--- config.mk ---
export PLATFORM = sky130hd
export DESIGN_NAME = imuring_ram
export DESIGN_NICKNAME = d
export VERILOG_FILES = /design/src/imu_sample_ring_with_offset_top_assert.svh /design/src/imuring_ram.sv
export SDC_FILE = /design/constraint.sdc
export NUM_CORES = 1
export LEC_CHECK = 0
export ABC_AREA = 1
export BUFFER_PORTS_ARGS = -buffer_cell sky130_fd_sc_hd__buf_2
export CORE_AREA = 8 8 118 120
export DETAILED_ROUTE_END_ITERATION = 8
export DIE_AREA = 0 0 126 128
export GPL_TIMING_DRIVEN = 1
export PLACE_DENSITY_LB_ADDON = 0.2
export SYNTH_ARGS = -nofsm -noshare
export SYNTH_HDL_FRONTEND = slang
export SYNTH_SLANG_ARGS = --single-unit
--- constraint.sdc ---
create_clock -name clk_i -period 2.1 [get_ports clk_i]
set_input_delay 0.525 -clock clk_i [delete_from_list [all_inputs] [get_ports clk_i]]
set_output_delay 0.525 -clock clk_i [all_outputs]
set_load 0.1 [all_outputs]
--- src/imu_sample_ring_with_offset_top_assert.svh ---
// Assertion macros for the sample ring top level
`ifndef IMU_SAMPLE_RING_WITH_OFFSET_TOP_ASSERT_SVH
`define IMU_SAMPLE_RING_WITH_OFFSET_TOP_ASSERT_SVH

// Clocked check, off during reset
`define IMURING_ASSERT(lbl, prop, msg) \
  lbl: assert property (@(posedge clk_i) disable iff (!rst_ni) prop) else $error(msg);

// Clocked implication check
`define IMURING_ASSERT_IMP(lbl, ante, cons, msg) \
  `IMURING_ASSERT(lbl, (ante) |-> (cons), msg)

`endif

--- src/imuring_ram.sv ---
// Generic single-write, single-read RAM with registered read data
`default_nettype none

module imuring_ram #(
  parameter int WIDTH = 8,
  parameter int DEPTH = 16
) (
  input  wire logic                     clk_i,
  input  wire logic                     we_i,
  input  wire logic [$clog2(DEPTH)-1:0] waddr_i,
  input  wire logic [WIDTH-1:0]         wdata_i,
  input  wire logic                     re_i,
  input  wire logic [$clog2(DEPTH)-1:0] raddr_i,
  output logic      [WIDTH-1:0]         rdata_o
);

  logic [WIDTH-1:0] mem_q [DEPTH];
  logic [WIDTH-1:0] rdata_q;

  always_ff @(posedge clk_i) begin
    if (we_i) begin
      mem_q[waddr_i] <= wdata_i;
    end
    if (re_i) begin
      rdata_q <= mem_q[raddr_i];
    end
  end

  assign rdata_o = rdata_q;

endmodule

`default_nettype wire

-- Yosys cells after proc, flatten, opt, wreduce, memory -nomap -nowiden
Memory sizes are Yosys's and may differ from the RTL's. A register that Yosys moved wholly into a read port is not among the register bits.
Index checks and enable logic that the tools add are counted.
- mux-type cells: 2
- operators by type and width (operator ; number):
    1-bit two-way mux ; 2
- bits in registers: 0
- RAM bits: 128
- input port bits: 19
- output and inout port bits: 8
- word-level logic and storage cells: 3
- memories kept: 1
- memories (memory ; depth ; bits a word ; read ports ; clocked after memory_dff ; wr ports ; RTL line ; RTL):
    mem_q ; 16 ; 8 ; 1 ; 1 ; 1 ; imuring_ram.sv:17 ; logic [WIDTH-1:0] mem_q [DEPTH];

-- Depth between registers and ports, before layout
Gate-level depths: netlist of run 1.
- depth in word-level cells: 2
- gate-level depth with buffers: 8
- gate-level depth less buffers: 7

-- Worst setup path before layout of run 1
Ideal clock, no wire load.
- kind: input -> register
- start point: input waddr_i[2]
- end point: memory mem_q[10][0], enable pin
- setup time: 370 ps
- arrival: 1106 ps
- required time: 1730 ps
- setup slack: 624 ps
- stages: 2
- buffers on the path: 0
- cell sequence: nand3b_1 nor2_1
- RTL lines (element ; RTL line ; RTL):
    start: declaration ; imuring_ram.sv:10 ; input wire logic [$clog2(DEPTH)-1:0] waddr_i,
    end: declaration ; imuring_ram.sv:17 ;
Straight into the memory's write port.

-- Final worst setup path of run 1
- start point: register rdata_q[3] (netlist: rdata_o[3]), read port of mem_q
- end point: output rdata_o[3]
- RTL lines (element ; RTL line ; RTL):
    start: declaration ; imuring_ram.sv:18 ; logic [WIDTH-1:0] rdata_q;
    end: declaration ; imuring_ram.sv:14 ; output logic [WIDTH-1:0] rdata_o
No word-level cell between the ends.

==> results list, run 1 <==
- Setup violations remaining at the end of the flow were counted as 0.
* Element type at the critical path end: primary output
- Share of total power in combinational logic: 7.6%
- In this run the number of cells on the critical path is 1.
* Worst setup path category: reg2out
- The die is 126 µm wide.
- Clock-pin transition on the worst setup and hold timing paths: 0.05 ns
- Warnings, synthesis: 0
* Synthesized netlist cell count: 551
- Data arrival time of the critical path: 1.25 ns
- Delay of the slowest critical-path stage: 0.45 ns
- Port buffering added 26 buffers.
* Startpoint of the lowest-slack hold path: re_i
- The tree built by TritonCTS fans out to ~140 sinks.
- The signal on the critical path passes through buf_2.
* Pin count of the biggest net entering global routing: 41
- Before antenna repair, the detailed router went through 5 iterations.
- The most critical setup path has its startpoint at rdata_o[3].
- Post-Synthesis Cell Area: 5850 µm²
* Routed wirelength normalized by instance count: 17.6 µm
- The number of endpoints with negative hold slack in the final report came to 0.
- Clock skew on the completed layout was measured at 0.00558 ns.
- Crit path max-delay family: buffers and inverters
- Leakage power: 2.91 nW
- Number of nets in the synthesized netlist: 570
- In the final design database the tool counted 615 nets.
- In this run, post-CTS hold repair placed 0 buffers.
- Distinct cells, synth: 11
- Count of buffers added by post-CTS timing repair for setup: 0
- Area growth, synth to finish: 14.6%
- Largest cells by area after synthesis: edfxtp_1, nand2_1, nand3_1, inv_1, buf_6
- Based on the critical path, the design can be clocked at up to 564 MHz.
* Data required time at the worst endpoint: 1.57 ns
- Critical path buffers and inverters: 1
- The total overflow left after global routing is 0.
* Reg-to-reg critical path startpoint: mem_q[1][6]
* First-pass GRT wire length: between 20 and 25 mm
* Worst skew pair latency: 0.42 ns
- Share of power burned in registers: 50.4%
- Resize count post-CTS: 0
- Starting density of the core: a little under half
* Power share of the clock group: between 40% and 50%
- Global routing used 18.2% of the available tracks.
* CTS Root Buffer Type: clkbuf_16
- At the end of routability-driven placement, the weighted congestion stood at 0.821.
- The worst-case IR drop observed on VDD is roughly 460 µV.
- CTS built an H-tree with a depth of 4.
- For the finished layout, the period the worst path requires is 1.77 ns.
- Count of pins over their slew limit: 0
* Sw power: 1.36 mW
- Number of buffers inserted during clock tree synthesis: 17
- Cell taking the most area after synthesis: edfxtp_1
- In this run the remaining antenna-violating nets after routing total 0.
* Antenna diode instance count: 0
- The floorplan step defined a die boundary enclosing between 15,000 and 20,000 µm².
* Vias in the first global route: between 3,000 and 4,000
- The number of antenna violations at the first check in global routing is 0.
* Total via count in the routed design: 3,839
* Kind of path behind the tightest hold check: in2reg
- Summing the sequential cell areas from Yosys gives a little over two thirds of the chip area.
- Headroom to the max-slew limit came out at 57.2%.
- Fraction of power spent switching nets: 22.3%
- Hold WS: between 0.4 and 0.5 ns
* # DRC: 0
* Register bit total from synthesis: 136
* Area fraction of the dominant cell type after synthesis: between 60% and 70%
* Final worst path period share: 84.4%
- CTS tree: built
- Num rows: a little over 40
- Aggregate routed wire length: 13.3 mm
* Critical-path top delay cell: buf_2
- The tool flagged a number of max-cap violations equal to 0.
* Critical path fanouts, max: 1
- Summed over all failing endpoints, the final setup total negative slack is 0 ns.
- The worst register-to-register path has a depth of 6.
- Run status: completed
- Share of final-layout standard cells stronger than drive strength 1: 11.9%
- Dividing the detail-routed via count by the number of cells gives between 5 and 6.
* Crit path launch type: register
* Setup repair after global routing missed its margin: false
* Chip height: approximately 130 µm
- Cell internal power was estimated by the tool at 4.75 mW.
- 1st-iter DRT viols: 303
* Area of the core region: 12,200 µm²
- During I/O placement, the number of pins put on the boundary was 27.
* Placed Cells incl. Taps: 727
- For the pin with the worst max-slew slack, the measured transition is 0.641 ns.
- The wire-length estimate of the detail-placed layout is 8.44 mm.
* Hold Path Stages: 1
- P per Cell Area: 912 nW/µm²
* Average cell area after synthesis: 10.6 µm²
- Once layout is complete, the cells apart from fillers number 756.
- The clock passes through at most 2 buffers.
* Filler Cell Count: about 1,100
## cell type report
cell class	instances	area [µm²]	area share, %
sequential	136	4080	60.9
timing repair buffer	50	335	5.00
multi-input combinational	289	1210	18.1
clock buffer	21	440	6.57
tap	150	188	2.80
clock inverter	8	58.8	0.877
inverter	102	383	5.71
## cell families after synthesis
logic type / Yosys count / synth area share [%]
buffers and inverters: 126 / 9.39
DFF: 136 / 69.8
and+or+nand+nor: 289 / 20.8
## registers in the layout, summed over array words and instances (netlist names)
name	cells
rdata_o	8
mem_q	128
## cell usage in the layout (no fill, tap or decap), drive strengths merged
cell type	synthesis	final
bufinv	0	1
nor2	17	17
nand2	173	173
clkbuf	0	21
buf	24	50
nand3b	2	2
nand3	97	97
edfxtp	136	136
clkinv	0	7
inv	102	102
## power groups by stage
stage,Clock (mW),Sequential (mW),Combinational [mW]
global placement,0,3.13,0.461
CTS,2.63,3.08,0.470
floorplan,0,3.22,0.214
global route,2.74,3.08,0.512
finish,2.57,3.08,0.463
detailed placement,0,3.13,0.469
## routing by layer
metal | share of wire (%) | GRT usage [%] | wire, µm | up-vias
li1 | - | - | - | 1867
met1 | 45 | 23.5 | 6030 | 1841
met2 | 48 | 28.4 | 6350 | 110
met3 | 5.4 | 4.49 | 722 | 21
met4 | 1.8 | 8.28 | 237 | 0
met5 | 0 | 0 | 0 | -
## Yosys cell counts
cell type / number
inv_2: 2
edfxtp_1: 136
inv_1: 100
nand2_1: 173
nor2_1: 17
buf_2: 13
nand3b_1: 2
nand3_1: 97
buf_4: 4
buf_6: 6
buf_1: 1
## metrics by stage
step	cell area, µm²	total power [mW]	util (%)	setup WS (ns)
finish	6700	6.11	54.9	0.327
global route	6700	6.33	54.9	0.296
CTS	6700	6.18	54.9	0.297
detailed placement	6200	3.60	50.8	0.223
global placement	6200	3.59	50.8	0.238
floorplan	5850	3.44	-	0.624
## worst paths after layout
kind         slack [ns]         end
max                0.33  rdata_o[3]
max reg2reg        0.93  rdata_o[6]
min reg2reg        0.75  rdata_o[1]
min                0.47  rdata_o[4]
Note: power is estimated with default switching activity, not from simulation.
==> inputs of run 2 (changes only) <==
ABC_AREA = 0   (was 1)
CORE_AREA = 8 8 112 114   (was 8 8 118 120)
DIE_AREA = 0 0 120 122   (was 0 0 126 128)
clock period = 1.8 ns   (was 2.1 ns; I/O delays follow)
==> results list, run 2 <==
* Cell taking the most area after synthesis: edfxtp_1 (unchanged)
* Share of final-layout standard cells stronger than drive strength 1: 33.6% (was 11.9%)
* Total via count in the routed design: 2,467 (was 3,839)
- Largest cells by area after synthesis: edfxtp_1, mux4_2, mux4_1, a22oi_1, nor2_1 (was edfxtp_1, nand2_1, nand3_1, inv_1, buf_6)
- The post-detailed-route DRC marker count came to 0 (unchanged).
- Critical-path top delay cell: buf_2 (unchanged)
- Setup TNS: 0 ns (unchanged)
- The total routed wirelength came to 10.1 mm (was 13.3 mm).
- Data required time at the worst endpoint: 1.35 ns (was 1.57 ns)
- Worst Tran Pin Value: 0.778 ns (was 0.641 ns)
- The kind of start point of the critical path was a register (unchanged).
- The switching power came to 1.57 mW (was 1.36 mW).
* GP Congestion: 0.719 (was 0.821)
* Synthesized netlist cell count: 229 (was 551)
- The core outline area was 10,700 µm² (was 12,200 µm²).
- The register with the most flip-flops was mem_q (unchanged).
* Warnings, synthesis: 0 (unchanged)
* Setup repair after global routing missed its margin: false (unchanged)
* Fraction of the yosys area taken by sequential cells: 78.1% (was 69.8%)
- Commonest non-fill, non-tap cell in the layout: edfxtp_1 (was nand2_1)
- The number of max-capacitance violations reported was 0 (unchanged).
- Number of endpoints failing setup at the final stage: 0 (unchanged)
- The total routing usage reported by global routing is 14.8% (was 18.2%).
- Worst slew slack as a fraction of its limit: 48.0% (was 57.2%)
- The final core area utilization is 59.1% (was 54.9%).
* Largest vdd supply drop: 598 µV (was 463 µV)
* Synthesized-area fraction occupied by xor and xnor cells: 0% (unchanged)
- Timing would allow up to 573 MHz.
- Startpoint of the lowest-slack hold path: wdata_i[6] (was re_i)
- Final period demand of the worst path: 1.74 ns
* Critical path fanouts, max: 1 (unchanged)
- The die height was 122 µm (was 128 µm).
- Register bit total from synthesis: 136 (unchanged)
- The number of DRC violations after detailed-routing iteration 0 is 282 (was 303).
- The area taken by flip-flops and latches was 4080 µm² (unchanged).
* First-pass GRT wire length: 15.5 mm (was 21.4 mm)
* Total power of the final layout: 7.68 mW (was 6.11 mW)
* Post-synth EDFFs: 136 (unchanged)
- The arrival time of data at the critical path endpoint is 1.29 ns (was 1.25 ns).
- The cell area after layout came to 6320 µm² (was 6700 µm²).
- Highest-count cells in the layout ignoring fill and taps: edfxtp_1, buf_2, buf_4 (was nand2_1, edfxtp_1, inv_1)
- Number of nets in the synthesized netlist: 248 (was 570)
* Num rows: 38 (was 41)
- Synth Area in Adders: 0% (unchanged)
- Most numerous cell types in the synthesized netlist: edfxtp_1, mux4_2, a22oi_1 (was nand2_1, edfxtp_1, inv_1)
* Run status: completed (unchanged)
- The number of buffers created by CTS came to 17 (unchanged).
- The clock share of power came to 47.4% (was 42.0%).
- The total placed cells including tap cells is 410 (was 727).
- Hold WS: 0.325 ns (was 0.469 ns)
- The number of pins with negative max-slew slack in the final report was 0 (unchanged).
- Final worst clock skew: 0.0103 ns (was 0.00558 ns)
- Net count of the finished layout: 308 (was 615)
- The detailed placement HPWL is 6.67 mm (was 8.44 mm).
* Area growth, synth to finish: 20.9% (was 14.6%)
* Hold violation total from the final report: 0 (unchanged)
- The combined area of all synthesized cells was 5230 µm² (was 5850 µm²).
* Worst skew pair latency: 0.51 ns (was 0.42 ns)
- The combinational family with the most area after synthesis is multiplexers (was simple AND/OR/NAND/NOR gates).
- Layout Cells excl Fill: 441 (was 756)
- The cell-internal power came to 6.11 mW (was 4.75 mW).
* Leakage power: 2.16 nW (was 2.91 nW)
- Reg-to-reg critical path startpoint: mem_q[10][1] (was mem_q[1][6])
- The area share of the leading cell type in the synthesized netlist is 78.1% (was 69.8%).
- The simple logic cell fraction of the synthesized area was 3.14% (was 20.8%).
* Final worst path period share: a little over nine tenths
- The cts-stage hold buffer count came to 0 (unchanged).
- The dominant cell by count in the synthesized netlist was edfxtp_1 (was nand2_1).
- Distinct cells, synth: 18 (was 11)
- The via count of the first global-routing pass came to 2,510 (was 3,897).
* Count of buffers added by post-CTS timing repair for setup: 0 (unchanged)
* Origin of the worst setup path: rdata_o[3] (unchanged)
- Clock buffer depth: 2 (unchanged)
- The number of antenna violations at the first check in global routing is 0 (unchanged).
* Starting density of the core: 48.9% (was 47.9%)
- Pre-CTS setup slack: -0.263 ns (was 0.223 ns)
* Clock-pin transition on the worst setup and hold timing paths: 0.06 ns (was 0.05 ns)
* Crit path max-delay family: buffers and inverters (unchanged)
- Multi-input logic area: 1060 µm² (was 1210 µm²)
* Top flip-flop cell by instance count after synthesis: edfxtp_1 (unchanged)
- The remaining antenna violation count came to 0 (unchanged).
* Pin count of the biggest net entering global routing: 24 (was 41)
- The area enclosed by the die boundary came to 14,600 µm² (was 16,100 µm²).
- The buffer cell driving the clock tree root is clkbuf_8 (was clkbuf_16).
- Cells along the critical path: buf_2 (unchanged).
* Fraction of power spent switching nets: 20.4% (was 22.3%)
- Routed wirelength normalized by instance count: 23.0 µm (was 17.6 µm)
* Worst setup path category: reg2out (unchanged)
* Share of total power in combinational logic: 5.8% (was 7.6%)
- Ys async rst share: 0% (unchanged)
- Kind of path behind the tightest hold check: in2reg (unchanged)
- Max FFs per register: 128 (unchanged)
- Drt first pass iters: 4 (was 5)
- The TritonCTS clock tree is built (unchanged).
* Post-Place Cell Area: 5680 µm² (was 6200 µm²)
- The fraction of the mapped netlist area in compound gates is 2.30% (was 0%).
- Sinks on the clock net: 136 (unchanged)
- The final critical-path setup slack came to 0.0551 ns (was 0.327 ns).
* Critical path buffers and inverters: 1 (unchanged)
* Ports placed on the boundary: 27 (unchanged)
- Filler Cell Count: 773 (was 1,052)
- The global-route congestion overflow total was 0 (unchanged).
* Vias per Instance: 5.59 (was 5.08)
- The number of diodes added for antenna fixing came to 0 (unchanged).
- The highest cell delay on the worst timing path was 0.43 ns (was 0.45 ns).
- H-tree depth: 4 (unchanged)
* P per Cell Area: 1220 nW/µm² (was 912 nW/µm²)
- Mux contribution to synthesized area: 14.8% (was 0%)
* Average cell area after synthesis: 22.8 µm² (was 10.6 µm²)
* Share of power burned in registers: 46.7% (was 50.4%)
- The chip width was 120 µm (was 126 µm).
- The number of buffers inserted by port buffering was 26 (unchanged).
* Element type at the critical path end: primary output (unchanged)
-- run 2: cell types whose count changed after synthesis, moves of 4 or more --
cell / change
nand2_1: -164
inv_1: -100
nand3_1: -96
mux4_2: +18
a22oi_1: +16
mux4_1: +14
buf_2: -10
nor2_1: -4
nor3_1: +4
-- run 2: cells by family after synthesis --
logic type	after synthesis
mux	32
flops	136
simple gates	35
buf+inv	10
compound gates	16
-- run 2: power by group through the flow --
stage	Clock [mW]	Sequential, mW	Combinational [mW]
4_1_cts	3.70	3.59	0.453
3_3_place_gp	0	3.65	0.442
3_5_place_dp	0	3.66	0.449
5_1_grt	3.85	3.59	0.479
2_1_floorplan	0	3.76	0.180
6_report	3.64	3.59	0.448
-- run 2: routing by layer --
metal / wire length, µm / global-route usage [%] / vias to the layer above
met5: 0 / 0 / -
met4: 105 / 6.09 / 0
met3: 529 / 3.52 / 7
met2: 4940 / 22.9 / 63
met1: 4560 / 20.0 / 1291
li1: - / - / 1106
-- run 2: layout make-up --
cell class                      instances  area share, %
Timing Repair Buffer                   51           5.74
Sequential cell                       136           64.6
Clock inverter                         14           3.50
Tap cell                              140           2.77
Clock buffer                           17           6.55
Multi-Input combinational cell         83           16.8
-- run 2: worst paths after layout --
path | to | slack, ns | cells after the start
min | mem_q[7][6] | 0.32 | 1
max | rdata_o[3] | 0.06 | 1
min reg2reg | rdata_o[1] | 0.74 | 3
max reg2reg | rdata_o[1] | 0.28 | 3
-- run 2: what timing repair did --
item,4_1_cts,5_1_grt
setup endpoints to repair,1,2
cloned,0,0
gates resized for setup,1,2
==> inputs of run 3 (changes only) <==
CORE_AREA = 8 8 96 132   (was 8 8 112 114)
DIE_AREA = 0 0 104 140   (was 0 0 120 122)
==> results list, run 3 (synthesis results as in run 2) <==
- Run status: completed (unchanged)
* Data required time at the worst endpoint: 1.94 ns (was 1.35 ns)
- First-pass GRT wire length: 15.0 mm (was 15.5 mm)
- Starting density of the core: 48.9% (unchanged)
* Clock buffer depth: 2 (unchanged)
* Count of buffers added by post-CTS timing repair for setup: 0 (unchanged)
- The number of buffers created by CTS came to 17 (unchanged).
* Overall routing resource usage: 14.1% (was 14.8%)
- The area taken by flip-flops and latches was 4080 µm² (unchanged).
* Largest vdd supply drop: 657 µV (was 598 µV)
- Final setup slack of the worst path: 0.155 ns (was 0.0551 ns)
- Highest routed metal layer: met4 (unchanged)
- The path depth of the worst reg2reg path came to 3 (unchanged).
- Startpoint of the lowest-slack hold path: re_i (was wdata_i[6])
- The final core area utilization was 58.2% (was 59.1%).
* Chip height: 140 µm (was 122 µm)
- Remaining global-route overflow: 0 (unchanged)
- Setup TNS: 0 ns (unchanged)
- The TritonCTS clock tree is built (unchanged).
- Register ranked first by flip-flop count: mem_q (unchanged)
* Data arrival time of the critical path: 1.79 ns (was 1.29 ns)
* Endpoint of the worst hold-timing path: rdata_o[4] (was mem_q[7][6])
- The cell with the largest stage delay on the worst path is mux4_1 (was buf_2).
- The critical register-to-register path startpoint was mem_q[5][1] (was mem_q[10][1]).
* Clock-pin transition on the worst setup and hold timing paths: 0.05 ns (was 0.06 ns)
- Endpoint of the worst-slack reg-to-reg timing path: rdata_o[1] (unchanged)
* Final worst clock skew: 0.00511 ns (was 0.0103 ns)
- Horizontal die dimension: 104 µm (was 120 µm)
* Maximum frequency from static timing analysis: 608 MHz (was 573 MHz)
- The number of inserted filler cells in the final layout came to 812 (was 773).
- P per Cell Area: 1150 nW/µm² (was 1220 nW/µm²)
- The final-report setup violation count came to 0 (unchanged).
* Routed length on met3: 457 µm (was 529 µm)
* Initial antenna violation count: 0 (unchanged)
- Max FFs per register: 128 (unchanged)
* Length of routed met2 wiring: 5.17 mm (was 4.94 mm)
- Crit path launch type: input pin (was register)
- The final critical delay including setup and external delays came to 1.65 ns (was 1.74 ns).
* Delay of the slowest critical-path stage: 0.56 ns (was 0.43 ns)
- The number of DRC violations after detailed-routing iteration 0 came to 139 (was 282).
- Worst Tran Pin Value: 0.703 ns (was 0.778 ns)
- Net count of the finished layout: 307 (was 308)
- The remaining antenna violation count is 0 (unchanged).
- The number of search-and-repair iterations in the first detailed-routing pass is 4 (unchanged).
- Highest-count cells in the layout ignoring fill and taps: edfxtp_1, buf_2, buf_4 (unchanged)
- Setup repair after global routing missed its margin: false (unchanged)
* Total via count in the routed design: 2,414 (was 2,467)
* Reg-to-reg setup timing slack: 0.27 ns (was 0.28 ns)
- Origin of the worst setup path: raddr_i[0] (was rdata_o[3])
- Num rows: 45 (was 38)
- The routed length on met1 is 3.81 mm (was 4.56 mm).
* Placed Cells incl. Taps: 410 (unchanged)
- Leakage power: 2.13 nW (was 2.16 nW)
- Pin count of the biggest net entering global routing: 22 (was 24)
* Element type at the critical path end: register (was primary output)
* Antenna diode instance count: 0 (unchanged)
* Resize count post-CTS: 0 (was 1)
- The post-detailed-route DRC marker count is 0 (unchanged).
* Cts hold-fix bufs: 0 (unchanged)
- Aggregate routed wire length: 9.55 mm (was 10.1 mm)
- Cells along the critical path: buf_2 > buf_12 > mux4_1 > a22oi_1 > nand2_1 (was buf_2)
- Hold Path Stages: 1 (unchanged)
- The via count of the first global-routing pass is 2,577 (was 2,510).
- DP Wirelength: 6.49 mm (was 6.67 mm)
* Count of pins over their slew limit: 0 (unchanged)
* Critical path fanouts, max: 19 (was 1)
- The final standard cell count with taps included and fillers excluded was 441 (unchanged).
* Final worst path period share: 91.4% (was 96.9%)
- CTS Root Buffer Type: clkbuf_16 (was clkbuf_8)
- The post-route total power is 7.18 mW (was 7.68 mW).
- Worst setup path category: in2reg (was reg2out)
- Kind of path behind the tightest hold check: in2reg (unchanged)
- The area enclosed by the die boundary came to 14,600 µm² (about the same).
* Area of the core region: 10,700 µm² (unchanged)
* Ports placed on the boundary: 27 (unchanged)
- The footprint of the multi-input gates is 1060 µm² (unchanged).
- The number of endpoints with negative hold slack in the final report was 0 (unchanged).
- Pre-CTS setup slack: -0.233 ns (was -0.263 ns)
* Share of final-layout standard cells stronger than drive strength 1: 32.3% (was 33.6%)
- Worst skew pair latency: 0.40 ns (was 0.51 ns)
* Area growth, synth to finish: 19.1% (was 20.9%)
* Max-Cap Viols: 0 (unchanged)
- Sinks on the clock net: 136 (unchanged)
* Commonest non-fill, non-tap cell in the layout: edfxtp_1 (unchanged)
- Count of port buffers added during placement: 26 (unchanged)
- The H-tree depth came to 4 (unchanged).
- Vias per Instance: 5.47 (was 5.59)
- GP Congestion: 0.796 (was 0.719)
* Routed wirelength normalized by instance count: 21.7 µm (was 23.0 µm)
- The relative slew slack came to 53.1% (was 48.0%).
[run 3: cell count changes in the layout (fill, tap and decap cells not counted)]
cell,delta
clkinv_4,-3
clkbuf_4,-2
buf_12,+1
inv_6,-3
buf_2,+3
clkinv_2,+7
clkbuf_8,-1
clkinvlp_4,-1
clkbuf_1,+2
clkbuf_16,+1
bufinv_16,-3
clkinv_1,+1
buf_4,-3
[run 3: power by group]
group	internal [mW]	total [mW]	switching, mW
clock	2.00	3.15	1.15
combinational	0.149	0.443	0.294
sequential	3.57	3.59	0.0156
total	5.72	7.18	1.46
[run 3: metrics by stage]
| step | cell area, µm² | hold slack, ns |
|---|---|---|
| after global placement | 5680 | 0.734 |
| after CTS | 6230 | 0.380 |
| after detailed placement | 5680 | 0.750 |
| after global routing | 6230 | 0.393 |
| after floorplan | 5230 | 0.549 |
| final | 6230 | 0.390 |
[run 3: routing by layer]
metal	vias to the layer above	track usage [%]
met5	-	0
met4	0	5.13
met3	9	4.73
met2	70	23.6
met1	1235	16.6
li1	1100	-
[run 3: worst max path at each step]
| stage | end | cells past startpoint |
|---|---|---|
| floorplan | rdata_o[1] | 5 |
| CTS | rdata_o[1] | 1 |
| finish | rdata_o[1] | 5 |
| global placement | rdata_o[1] | 5 |
| global route | rdata_o[1] | 5 |
| detailed placement | rdata_o[1] | 5 |
[run 3: layout make-up]
cell class | instances | share of cell area (%)
Clock buffer | 19 | 6.95
Clock inverter | 12 | 1.77
Multi-Input combinational cell | 83 | 17.1
Sequential cell | 136 | 65.6
Tap cell | 141 | 2.83
Timing Repair Buffer | 50 | 5.79
[run 3: worst max-delay path: cells and delay by family]
kind            cells  cell delay [ns]
simple gates        1             0.12
mux                 1             0.56
compound gates      1             0.32
buf+inv             2             0.33
